**config.mk**
```make
export PLATFORM = sky130hd
export DESIGN_NAME = aes128_key_sched
export DESIGN_NICKNAME = d
export VERILOG_FILES = /design/src/hdl/aes128_pkg.sv /design/src/hdl/aes128_key_sched.sv
export SDC_FILE = /design/constraint.sdc
export NUM_CORES = 2
export LEC_CHECK = 0
export ABC_CLOCK_PERIOD_IN_PS = 9400
export BUFFER_PORTS_ARGS = -buffer_cell sky130_fd_sc_hd__buf_2
export CELL_PAD_IN_SITES_DETAIL_PLACEMENT = 0
export CELL_PAD_IN_SITES_GLOBAL_PLACEMENT = 1
export CORE_AREA = 5 5 604 606
export DETAILED_ROUTE_END_ITERATION = 12
export DIE_AREA = 0 0 609 611
export GPL_TIMING_DRIVEN = 1
export PLACE_DENSITY = 0.4
export SYNTH_ARGS = -nofsm -noshare
export SYNTH_HDL_FRONTEND = slang
export SYNTH_SLANG_ARGS = --single-unit
export TNS_END_PERCENT = 50
```
**constraint.sdc**
```tcl
create_clock -name clock -period 9.4 [get_ports clock]
set_input_delay 1.88 -clock clock [delete_from_list [all_inputs] [get_ports clock]]
set_output_delay 1.88 -clock clock [all_outputs]
set_load 0.02 [all_outputs]
```
**src/hdl/aes128_pkg.sv**
```systemverilog
package aes128_pkg;

   localparam int ROUNDS = 10;
   localparam int CNT_W  = $clog2(ROUNDS + 1);

   typedef logic [127:0]            block_type;
   typedef logic [0:ROUNDS][127:0]  rk_array_type;

   // CSR map: one 64-bit register every 8 bytes
   localparam logic REG_KEY_HIGH = 1'b0;
   localparam logic REG_KEY_LOW  = 1'b1;

   localparam logic [7:0] RCON_FIRST = 8'h01;
   localparam logic [7:0] POLY_LOW   = 8'h1b;

   localparam logic [0:255][7:0] FWD_SBOX = {
      8'h63,8'h7c,8'h77,8'h7b,8'hf2,8'h6b,8'h6f,8'hc5,8'h30,8'h01,8'h67,8'h2b,8'hfe,8'hd7,8'hab,8'h76,
      8'hca,8'h82,8'hc9,8'h7d,8'hfa,8'h59,8'h47,8'hf0,8'had,8'hd4,8'ha2,8'haf,8'h9c,8'ha4,8'h72,8'hc0,
      8'hb7,8'hfd,8'h93,8'h26,8'h36,8'h3f,8'hf7,8'hcc,8'h34,8'ha5,8'he5,8'hf1,8'h71,8'hd8,8'h31,8'h15,
      8'h04,8'hc7,8'h23,8'hc3,8'h18,8'h96,8'h05,8'h9a,8'h07,8'h12,8'h80,8'he2,8'heb,8'h27,8'hb2,8'h75,
      8'h09,8'h83,8'h2c,8'h1a,8'h1b,8'h6e,8'h5a,8'ha0,8'h52,8'h3b,8'hd6,8'hb3,8'h29,8'he3,8'h2f,8'h84,
      8'h53,8'hd1,8'h00,8'hed,8'h20,8'hfc,8'hb1,8'h5b,8'h6a,8'hcb,8'hbe,8'h39,8'h4a,8'h4c,8'h58,8'hcf,
      8'hd0,8'hef,8'haa,8'hfb,8'h43,8'h4d,8'h33,8'h85,8'h45,8'hf9,8'h02,8'h7f,8'h50,8'h3c,8'h9f,8'ha8,
      8'h51,8'ha3,8'h40,8'h8f,8'h92,8'h9d,8'h38,8'hf5,8'hbc,8'hb6,8'hda,8'h21,8'h10,8'hff,8'hf3,8'hd2,
      8'hcd,8'h0c,8'h13,8'hec,8'h5f,8'h97,8'h44,8'h17,8'hc4,8'ha7,8'h7e,8'h3d,8'h64,8'h5d,8'h19,8'h73,
      8'h60,8'h81,8'h4f,8'hdc,8'h22,8'h2a,8'h90,8'h88,8'h46,8'hee,8'hb8,8'h14,8'hde,8'h5e,8'h0b,8'hdb,
      8'he0,8'h32,8'h3a,8'h0a,8'h49,8'h06,8'h24,8'h5c,8'hc2,8'hd3,8'hac,8'h62,8'h91,8'h95,8'he4,8'h79,
      8'he7,8'hc8,8'h37,8'h6d,8'h8d,8'hd5,8'h4e,8'ha9,8'h6c,8'h56,8'hf4,8'hea,8'h65,8'h7a,8'hae,8'h08,
      8'hba,8'h78,8'h25,8'h2e,8'h1c,8'ha6,8'hb4,8'hc6,8'he8,8'hdd,8'h74,8'h1f,8'h4b,8'hbd,8'h8b,8'h8a,
      8'h70,8'h3e,8'hb5,8'h66,8'h48,8'h03,8'hf6,8'h0e,8'h61,8'h35,8'h57,8'hb9,8'h86,8'hc1,8'h1d,8'h9e,
      8'he1,8'hf8,8'h98,8'h11,8'h69,8'hd9,8'h8e,8'h94,8'h9b,8'h1e,8'h87,8'he9,8'hce,8'h55,8'h28,8'hdf,
      8'h8c,8'ha1,8'h89,8'h0d,8'hbf,8'he6,8'h42,8'h68,8'h41,8'h99,8'h2d,8'h0f,8'hb0,8'h54,8'hbb,8'h16
   };

   localparam logic [0:255][7:0] INV_SBOX = {
      8'h52,8'h09,8'h6a,8'hd5,8'h30,8'h36,8'ha5,8'h38,8'hbf,8'h40,8'ha3,8'h9e,8'h81,8'hf3,8'hd7,8'hfb,
      8'h7c,8'he3,8'h39,8'h82,8'h9b,8'h2f,8'hff,8'h87,8'h34,8'h8e,8'h43,8'h44,8'hc4,8'hde,8'he9,8'hcb,
      8'h54,8'h7b,8'h94,8'h32,8'ha6,8'hc2,8'h23,8'h3d,8'hee,8'h4c,8'h95,8'h0b,8'h42,8'hfa,8'hc3,8'h4e,
      8'h08,8'h2e,8'ha1,8'h66,8'h28,8'hd9,8'h24,8'hb2,8'h76,8'h5b,8'ha2,8'h49,8'h6d,8'h8b,8'hd1,8'h25,
      8'h72,8'hf8,8'hf6,8'h64,8'h86,8'h68,8'h98,8'h16,8'hd4,8'ha4,8'h5c,8'hcc,8'h5d,8'h65,8'hb6,8'h92,
      8'h6c,8'h70,8'h48,8'h50,8'hfd,8'hed,8'hb9,8'hda,8'h5e,8'h15,8'h46,8'h57,8'ha7,8'h8d,8'h9d,8'h84,
      8'h90,8'hd8,8'hab,8'h00,8'h8c,8'hbc,8'hd3,8'h0a,8'hf7,8'he4,8'h58,8'h05,8'hb8,8'hb3,8'h45,8'h06,
      8'hd0,8'h2c,8'h1e,8'h8f,8'hca,8'h3f,8'h0f,8'h02,8'hc1,8'haf,8'hbd,8'h03,8'h01,8'h13,8'h8a,8'h6b,
      8'h3a,8'h91,8'h11,8'h41,8'h4f,8'h67,8'hdc,8'hea,8'h97,8'hf2,8'hcf,8'hce,8'hf0,8'hb4,8'he6,8'h73,
      8'h96,8'hac,8'h74,8'h22,8'he7,8'had,8'h35,8'h85,8'he2,8'hf9,8'h37,8'he8,8'h1c,8'h75,8'hdf,8'h6e,
      8'h47,8'hf1,8'h1a,8'h71,8'h1d,8'h29,8'hc5,8'h89,8'h6f,8'hb7,8'h62,8'h0e,8'haa,8'h18,8'hbe,8'h1b,
      8'hfc,8'h56,8'h3e,8'h4b,8'hc6,8'hd2,8'h79,8'h20,8'h9a,8'hdb,8'hc0,8'hfe,8'h78,8'hcd,8'h5a,8'hf4,
      8'h1f,8'hdd,8'ha8,8'h33,8'h88,8'h07,8'hc7,8'h31,8'hb1,8'h12,8'h10,8'h59,8'h27,8'h80,8'hec,8'h5f,
      8'h60,8'h51,8'h7f,8'ha9,8'h19,8'hb5,8'h4a,8'h0d,8'h2d,8'he5,8'h7a,8'h9f,8'h93,8'hc9,8'h9c,8'hef,
      8'ha0,8'he0,8'h3b,8'h4d,8'hae,8'h2a,8'hf5,8'hb0,8'hc8,8'heb,8'hbb,8'h3c,8'h83,8'h53,8'h99,8'h61,
      8'h17,8'h2b,8'h04,8'h7e,8'hba,8'h77,8'hd6,8'h26,8'he1,8'h69,8'h14,8'h63,8'h55,8'h21,8'h0c,8'h7d
   };

   function automatic logic [7:0] xtime(input logic [7:0] a);
      return {a[6:0], 1'b0} ^ (a[7] ? POLY_LOW : 8'h00);
   endfunction

   function automatic block_type sub_bytes(input block_type s, input logic inv);
      block_type t;
      t = '0;
      for (int k = 0; k < 16; k++) begin
         t[127-8*k -: 8] = inv ? INV_SBOX[s[127-8*k -: 8]] : FWD_SBOX[s[127-8*k -: 8]];
      end
      return t;
   endfunction

   function automatic block_type shift_rows(input block_type s, input logic inv);
      block_type  t;
      logic [1:0] src;
      t = '0;
      for (int c = 0; c < 4; c++) begin
         for (int r = 0; r < 4; r++) begin
            src = inv ? 2'(c - r) : 2'(c + r);
            t[127-8*(4*c+r) -: 8] = s[127-8*(4*int'(src)+r) -: 8];
         end
      end
      return t;
   endfunction

   function automatic logic [31:0] mix_col(input logic [31:0] col, input logic inv);
      logic [3:0][7:0] a, x2, x4, x8, m9, m11, m13, m14, b;
      for (int k = 0; k < 4; k++) begin
         a[k]   = col[31-8*k -: 8];
         x2[k]  = xtime(a[k]);
         x4[k]  = xtime(x2[k]);
         x8[k]  = xtime(x4[k]);
         m9[k]  = x8[k] ^ a[k];
         m11[k] = x8[k] ^ x2[k] ^ a[k];
         m13[k] = x8[k] ^ x4[k] ^ a[k];
         m14[k] = x8[k] ^ x4[k] ^ x2[k];
      end
      if (inv) begin
         b[0] = m14[0] ^ m11[1] ^ m13[2] ^ m9[3];
         b[1] = m9[0]  ^ m14[1] ^ m11[2] ^ m13[3];
         b[2] = m13[0] ^ m9[1]  ^ m14[2] ^ m11[3];
         b[3] = m11[0] ^ m13[1] ^ m9[2]  ^ m14[3];
      end else begin
         b[0] = x2[0] ^ x2[1] ^ a[1] ^ a[2] ^ a[3];
         b[1] = a[0] ^ x2[1] ^ x2[2] ^ a[2] ^ a[3];
         b[2] = a[0] ^ a[1] ^ x2[2] ^ x2[3] ^ a[3];
         b[3] = x2[0] ^ a[0] ^ a[1] ^ a[2] ^ x2[3];
      end
      return {b[0], b[1], b[2], b[3]};
   endfunction

   function automatic block_type mix_columns(input block_type s, input logic inv);
      block_type t;
      t = '0;
      for (int c = 0; c < 4; c++) begin
         t[127-32*c -: 32] = mix_col(s[127-32*c -: 32], inv);
      end
      return t;
   endfunction

endpackage

```
**src/hdl/aes128_key_sched.sv**
```systemverilog
module aes128_key_sched (
   input  logic                        clock,
   input  logic                        reset,
   input  logic                        start,
   input  aes128_pkg::block_type       key,
   output logic                        busy,
   output aes128_pkg::rk_array_type    round_keys
);

   logic [aes128_pkg::CNT_W-1:0] cnt_ff;
   logic                         busy_ff;
   logic [7:0]                   rcon_ff;
   aes128_pkg::block_type        prev_ff;
   aes128_pkg::rk_array_type     rk_ff;

   logic [31:0]                  rot, sub;
   aes128_pkg::block_type        next_in;

   always_comb begin
      rot = {prev_ff[23:0], prev_ff[31:24]};
      for (int k = 0; k < 4; k++) begin
         sub[31-8*k -: 8] = aes128_pkg::FWD_SBOX[rot[31-8*k -: 8]];
      end
      next_in[127:96] = prev_ff[127:96] ^ sub ^ {rcon_ff, 24'h000000};
      next_in[95:64]  = prev_ff[95:64] ^ next_in[127:96];
      next_in[63:32]  = prev_ff[63:32] ^ next_in[95:64];
      next_in[31:0]   = prev_ff[31:0]  ^ next_in[63:32];
   end

   always_ff @(posedge clock) begin
      if (reset || start) begin
         busy_ff <= 1'b1;
         cnt_ff  <= '0;
      end else if (busy_ff) begin
         if (cnt_ff == aes128_pkg::CNT_W'(aes128_pkg::ROUNDS)) begin
            busy_ff <= 1'b0;
         end else begin
            cnt_ff <= cnt_ff + 1'b1;
         end
      end
   end

   // one round key per cycle, chained through prev_ff
   always_ff @(posedge clock) begin
      if (busy_ff && !start) begin
         if (cnt_ff == '0) begin
            rk_ff[0] <= key;
            prev_ff  <= key;
            rcon_ff  <= aes128_pkg::RCON_FIRST;
         end else begin
            rk_ff[cnt_ff] <= next_in;
            prev_ff       <= next_in;
            rcon_ff       <= aes128_pkg::xtime(rcon_ff);
         end
      end
   end

   assign busy       = busy_ff;
   assign round_keys = rk_ff;

endmodule

```
---- Word level (Yosys, flattened, before mapping) ----
Memories as Yosys holds them, arrays and structs flattened.
Index checks and enable logic that the tools add are counted.
storage, ports and cells
  register bits ........................... 1549
  bits in latches ......................... 0
  bits in writable memories ............... 0
  memory bits (read-only) ................. 8192
  bits of input ports ..................... 131
  output and inout port bits .............. 1409
  word-level logic and storage cells ...... 63
  memories ................................ 4
memories
  memory           depth  width  read ports  clocked after memory_dff  write ports  RTL line                text
  (no name shown)  256    8      1           0                         0            aes128_key_sched.sv:22  sub[31-8*k -: 8] = aes128_pkg::FWD_SBOX[rot[31-8*k -: 8]];
  (no name shown)  256    8      1           0                         0            aes128_key_sched.sv:22
  (no name shown)  256    8      1           0                         0            aes128_key_sched.sv:22
  (no name shown)  256    8      1           0                         0            aes128_key_sched.sv:22
operators by class
  add/subtract/negate cells ............... 1
  $mul .................................... 0
  divide/modulo/power cells ............... 0
  order comparisons ....................... 6
  equality and inequality tests ........... 1
  shifts and indexed selects .............. 0
  muxes and demuxes ....................... 16
  bitwise logic cells ..................... 13
  reduce and logical (&&, ||, !) cells .... 7
operator list
  operator             number
  $bwmux 1408          1
  $demux 128 s4        1
  $mux 128             3
  $xor 32x32->32       5
  $mux 8               8
  $ge 9x9->1 const B   4
  $not 8->9            4
  $xor 8x5->8          1
  $ge 5x5->1 const B   1
  $lt 5x1->1 const B   1
  $mux 5               1
  $not 4->5            1
  $add 4x1->4 const B  1
  $eq 4x4->1 const B   1
  $logic_not 4->1      1
  $reduce_and 2->1     2
  $logic_and 1x1->1    2
  $mux 1               2
  $not 1->1            2
  $logic_not 1->1      1
  $logic_or 1x1->1     1

---- Depth between registers and ports, before layout ----
  depth after elaboration ................. 11
  depth in mapped cells ................... 15
  depth with buffers taken out ............ 11

---- Worst setup path after synthesis ----
Ideal clock, no wire load.
  path type ............................... input to register
  start ................................... in start
  end ..................................... reg rk_ff, in the netlist round_keys[1280], enable pin
  library setup time ...................... 617 ps
  data arrival time ....................... 7407 ps
  data required time ...................... 8783 ps
  path slack .............................. 1376 ps
  stages .................................. 2
  buffers on the path ..................... 0
  cell sequence ........................... nand2b_1 > nor2_1
between the ends
  cells in the longest elaborated chain, start to end .. 2
ends and longest elaborated chain
  what                            RTL line                text
  start: declaration              aes128_key_sched.sv:4   input logic start,
  $logic_not 1->1                 aes128_key_sched.sv:45  if (busy_ff && !start) begin
  $logic_and 1x1->1               aes128_key_sched.sv:45
  end signal: indexed assignment  aes128_key_sched.sv:51  rk_ff[cnt_ff] <= next_in;
  end: declaration                aes128_key_sched.sv:14  aes128_pkg::rk_array_type rk_ff;
Every way passes these cells.
A chain may end at the register's enable or synchronous reset.

---- Worst setup path in the final report ----
  start ................................... reg prev_ff[8]
  end ..................................... reg prev_ff[22], data pin
between the ends
  cells in the longest elaborated chain, start to end .. 10
ends and longest elaborated chain
  what                                       RTL line                text
  start: declaration                         aes128_key_sched.sv:13  aes128_pkg::block_type prev_ff;
  start signal: assignment                   aes128_key_sched.sv:48  prev_ff <= key;
  start signal: assignment                   aes128_key_sched.sv:52  prev_ff <= next_in;
  $not 8->9 (implied by the code)            aes128_key_sched.sv:22
  $mem_v2 256x8                              --
  $mux 8 (implied by the code) (2 in a row)  aes128_key_sched.sv:22
  $xor 32x32->32 (2 in a row)                aes128_key_sched.sv:24  next_in[127:96] = prev_ff[127:96] ^ sub ^ {rcon_ff, 24'h000000};
  $xor 32x32->32                             aes128_key_sched.sv:25  next_in[95:64] = prev_ff[95:64] ^ next_in[127:96];
  via next_in[86]                            aes128_key_sched.sv:17  aes128_pkg::block_type next_in;
  $xor 32x32->32                             aes128_key_sched.sv:26  next_in[63:32] = prev_ff[63:32] ^ next_in[95:64];
  via next_in[54]                            aes128_key_sched.sv:17
  $xor 32x32->32                             aes128_key_sched.sv:27  next_in[31:0] = prev_ff[31:0] ^ next_in[63:32];
  via next_in[22]                            aes128_key_sched.sv:17
  $mux 128                                   aes128_key_sched.sv:46  if (cnt_ff == '0) begin
The timed path passes the listed nets, and every way through them passes these cells. The select of a mux whose other input is x is not followed.

==> summary.md <==
| Metric | Value |
|---|---|
| Status | completed |
| Synthesized area per cell | 14.95 µm² |
| Core Area | 358400 µm² |
| Logic pwr share | 32.6% |
| Syn_nets | 4524 |
| CP max FO | 36 |
| Count of buffers from port buffering | 1539 |
| Post-route DRC | 0 |
| Row count | 220 |
| Ys async rst share | 0% |
| Worst-path clk slew | 0.07 ns |
| Via Count | 47794 |
| Total grt overflow | 0 |
| Slew Limit Fails | 0 |
| Largest net degree at the start of global routing | 131 |
| Ratio of cells with drive above 1 in the final layout | 35.60% |
| Top delay family on crit path | compound AO/OA/AOI/OAI gates |
| Top-area cell type share of the netlist area | 71.59% |
| Die width | 609 µm |
| Nets@finish | 6111 |
| Dpl hpwl | 258000 µm |
| Cts-stage hold buffer count | 0 |
| Number of max-cap violations | 0 |
| IO Pins | 1540 |
| Switch share | 38.24% |
| Clock power frac | 29.3% |
| Worst slew margin | 13.54% |
| EDFF count, synth | 1544 |
| Initial Util | 18.07% |
| DP Cell Count | 10503 |
| Final Hold Fails | 0 |
| Max rail drop VDD | 156.1 µV |
| Synth Instances | 4333 |
| Reg2reg path depth | 13 |
| Pwr dens | 294.5 nW/µm² |
| Final Cycle Share | 70.55% |
| Sequential cell area | 46460 µm² |
| Mapped Area | 64770 µm² |
| Hold path depth | 1 |
| CP Capture Type | flip-flop |
| Cell with the biggest individual delay on the critical path | ha_1 |
| Leak pwr | 0.03096 µW |
| CTS buffer count | 188 |
| HP Class | reg2reg |
| Initial antenna violation count | 84 |
| Critical path depth | 13 |
| Unrepaired setup endpoints after global routing | no |
| Skew final | 0.07568 ns |
| Fmax achieved | 150.8 MHz |
| Finish-stage setup viols | 0 |
| DR iter-0 viols | 4826 |
| Wirelength per Cell | 32.98 µm |
| Number of synthesized register bits | 1549 |
| CP bufs+invs | 4 |
| Clock root buffer | clkbuf_16 |
| CP Launch Point | prev_ff[8]$_DFFE_PP_ |
| Post-layout min period | 6.632 ns |
| Area Overhead vs Synth | 31.37% |
| R2r startpoint | prev_ff[8]$_DFFE_PP_ |
| Worst hold endpoint | rcon_ff[7]$_SDFFCE_PP0P_ |
| CTS tree | built |
| Synth area leader | edfxtp_1 |
| Cell with the most instances after synthesis | edfxtp_1 |
| Full die area | 372100 µm² |
| CTS resizes | 0 |
| Global-route wire length before repair | 466200 µm |
| Via-per-instance ratio | 4.398 |
| Area of the multi-input gates | 16930 µm² |
| Number of global-route vias before repair | 46742 |
| Crit path launch type | flip-flop |
| GPL Wtd Cong | 0.9132 |
| Post-route ant nets | 0 |
| Crit path required time | 10.02 ns |
| Most area-consuming cells after synthesis | edfxtp_1 72%, a21oi_1 1.4%, and3_1 1.4%, o21ai_0 1.3%, nor2_1 1.2% |
| Yosys cell types | 98 |
| Final Non-Filler Cells | 10867 |
| GRT Util Overall | 18.20% |
| Chip Height | 611 µm |
| Clk Latency, worst-skew pair | 0.88 ns |
| Reg2reg setup slack | 2.77 ns |
| Hold path startpoint | rcon_ff[6]$_SDFFCE_PP0P_ |
| Sequential share of power | 38.0% |
| Ys Warns | 0 |
| Longest Clk Path Bufs | 4 |
| Synth Flop Type | edfxtp_1 |
| Most frequent CP cell | buf_4 |
| Postcts setup bufs | 0 |
| Drt first pass iters | 6 |
| Tightest Pin Transition | 1.288 ns |
| Pint | 15470 µW |
| Register area share after synthesis | 71.74% |
| Crit Path Category | reg2reg |
| P_sw | 9580 µW |
| Htree depth | 4 |
| Setup TNS | 0 ns |
| Routed WL | 358400 µm |
| Fillers | 38079 |
| Critical path arrival | 7.25 ns |
| Reg2Reg Capture Point | prev_ff[22]$_DFFE_PP_ |
| TritonCTS Sinks | 1549 |
| Max stage delay on crit path | 1.02 ns |
| Top cells by count, synth | 1544 x edfxtp_1, 203 x nor2_1, 185 x a21oi_1, 172 x o21ai_0, 167 x clkbuf_1 |
| CP Cell Sequence | buf_4 -> clkinv_1 -> ha_1 -> inv_1 -> a221o_1 -> a2111oi_0 -> nor4_1 -> a21o_1 -> nand4_1 -> buf_4 -> xor2_1 -> xnor2_1 -> mux2_2 |
==> cells in the final DEF (no fill, tap or decap), types with 35 or more instances in the layout <==
cell / n
edfxtp_1: 1544
buf_2: 1539
nor2_1: 201
clkbuf_16: 190
a21oi_1: 185
o21ai_0: 172
buf_4: 161
nand2_1: 155
and3_1: 145
nor2b_1: 99
nand3_1: 97
nand2b_1: 92
nor3_1: 83
inv_1: 76
a21o_1: 64
a31oi_1: 59
ha_1: 59
xnor2_1: 58
xor2_1: 53
o211ai_1: 44
mux2i_1: 43
a211oi_1: 43
and2_1: 40
o311ai_0: 37
clkinv_1: 36
a311oi_1: 35
==> registers in the layout, summed over array words and instances, names as in the netlist <==
register and flops:
cnt_ff 4, rcon_ff 8, busy 1, round_keys 1408
prev_ff 128
==> power by group through the flow <==
| stage | combinational (µW) | sequential [µW] | clock (µW) |
|---|---|---|---|
| 6_report | 8180 | 9530 | 7350 |
| 5_1_grt | 8680 | 9540 | 7890 |
| 4_1_cts | 8440 | 9530 | 7610 |
| 3_5_place_dp | 8410 | 9680 | 0 |
| 3_3_place_gp | 8440 | 9680 | 0 |
| 2_1_floorplan | 3490 | 9710 | 0 |
==> stage by stage <==
step	hold WS [ns]	area [µm²]	util [%]	power (µW)	worst slack, ns
floorplan	0.5428	64770	-	13210	1.376
CTS	0.5795	85030	23.72	25590	2.745
detailed placement	0.5644	78910	22.02	18080	2.819
finish	0.5765	85090	23.74	25060	2.769
global placement	0.5619	78910	22.02	18120	2.822
global route	0.6206	85050	23.73	26110	2.569
==> cells by family after synthesis <==
logic type,Yosys count,synth area share (%)
compound gates,969,10.45
xor+xnor,182,3.081
fa+ha+maj,61,1.175
buf+inv,407,2.770
flops,1549,71.74
mux,99,2.052
simple gates,1066,8.734
==> area by class of cell <==
type / count / share of cell area (%)
clock buffers: 223 / 5.734
flip-flops and latches: 1549 / 54.61
clock inverters: 118 / 1.460
diodes: 23 / 0.06764
multi-input cells: 2377 / 19.90
repair buffers: 1714 / 10.80
inverters: 90 / 0.4059
well taps: 4773 / 7.019
==> worst max path at each step <==
stage                                  to
2_1_floorplan  round_keys[1280]$_DFFE_PP_
3_3_place_gp        prev_ff[22]$_DFFE_PP_
3_5_place_dp        prev_ff[22]$_DFFE_PP_
4_1_cts             prev_ff[22]$_DFFE_PP_
5_1_grt             prev_ff[22]$_DFFE_PP_
6_report            prev_ff[22]$_DFFE_PP_
==> metal layers <==
metal | part of all wire (%) | track usage [%]
met3 | 6.1 | 3.410
met2 | 50 | 32.24
met4 | 3.6 | 5.608
met1 | 40 | 22.33
met5 | 0.019 | 0
Power figures use the tool's default switching activity.
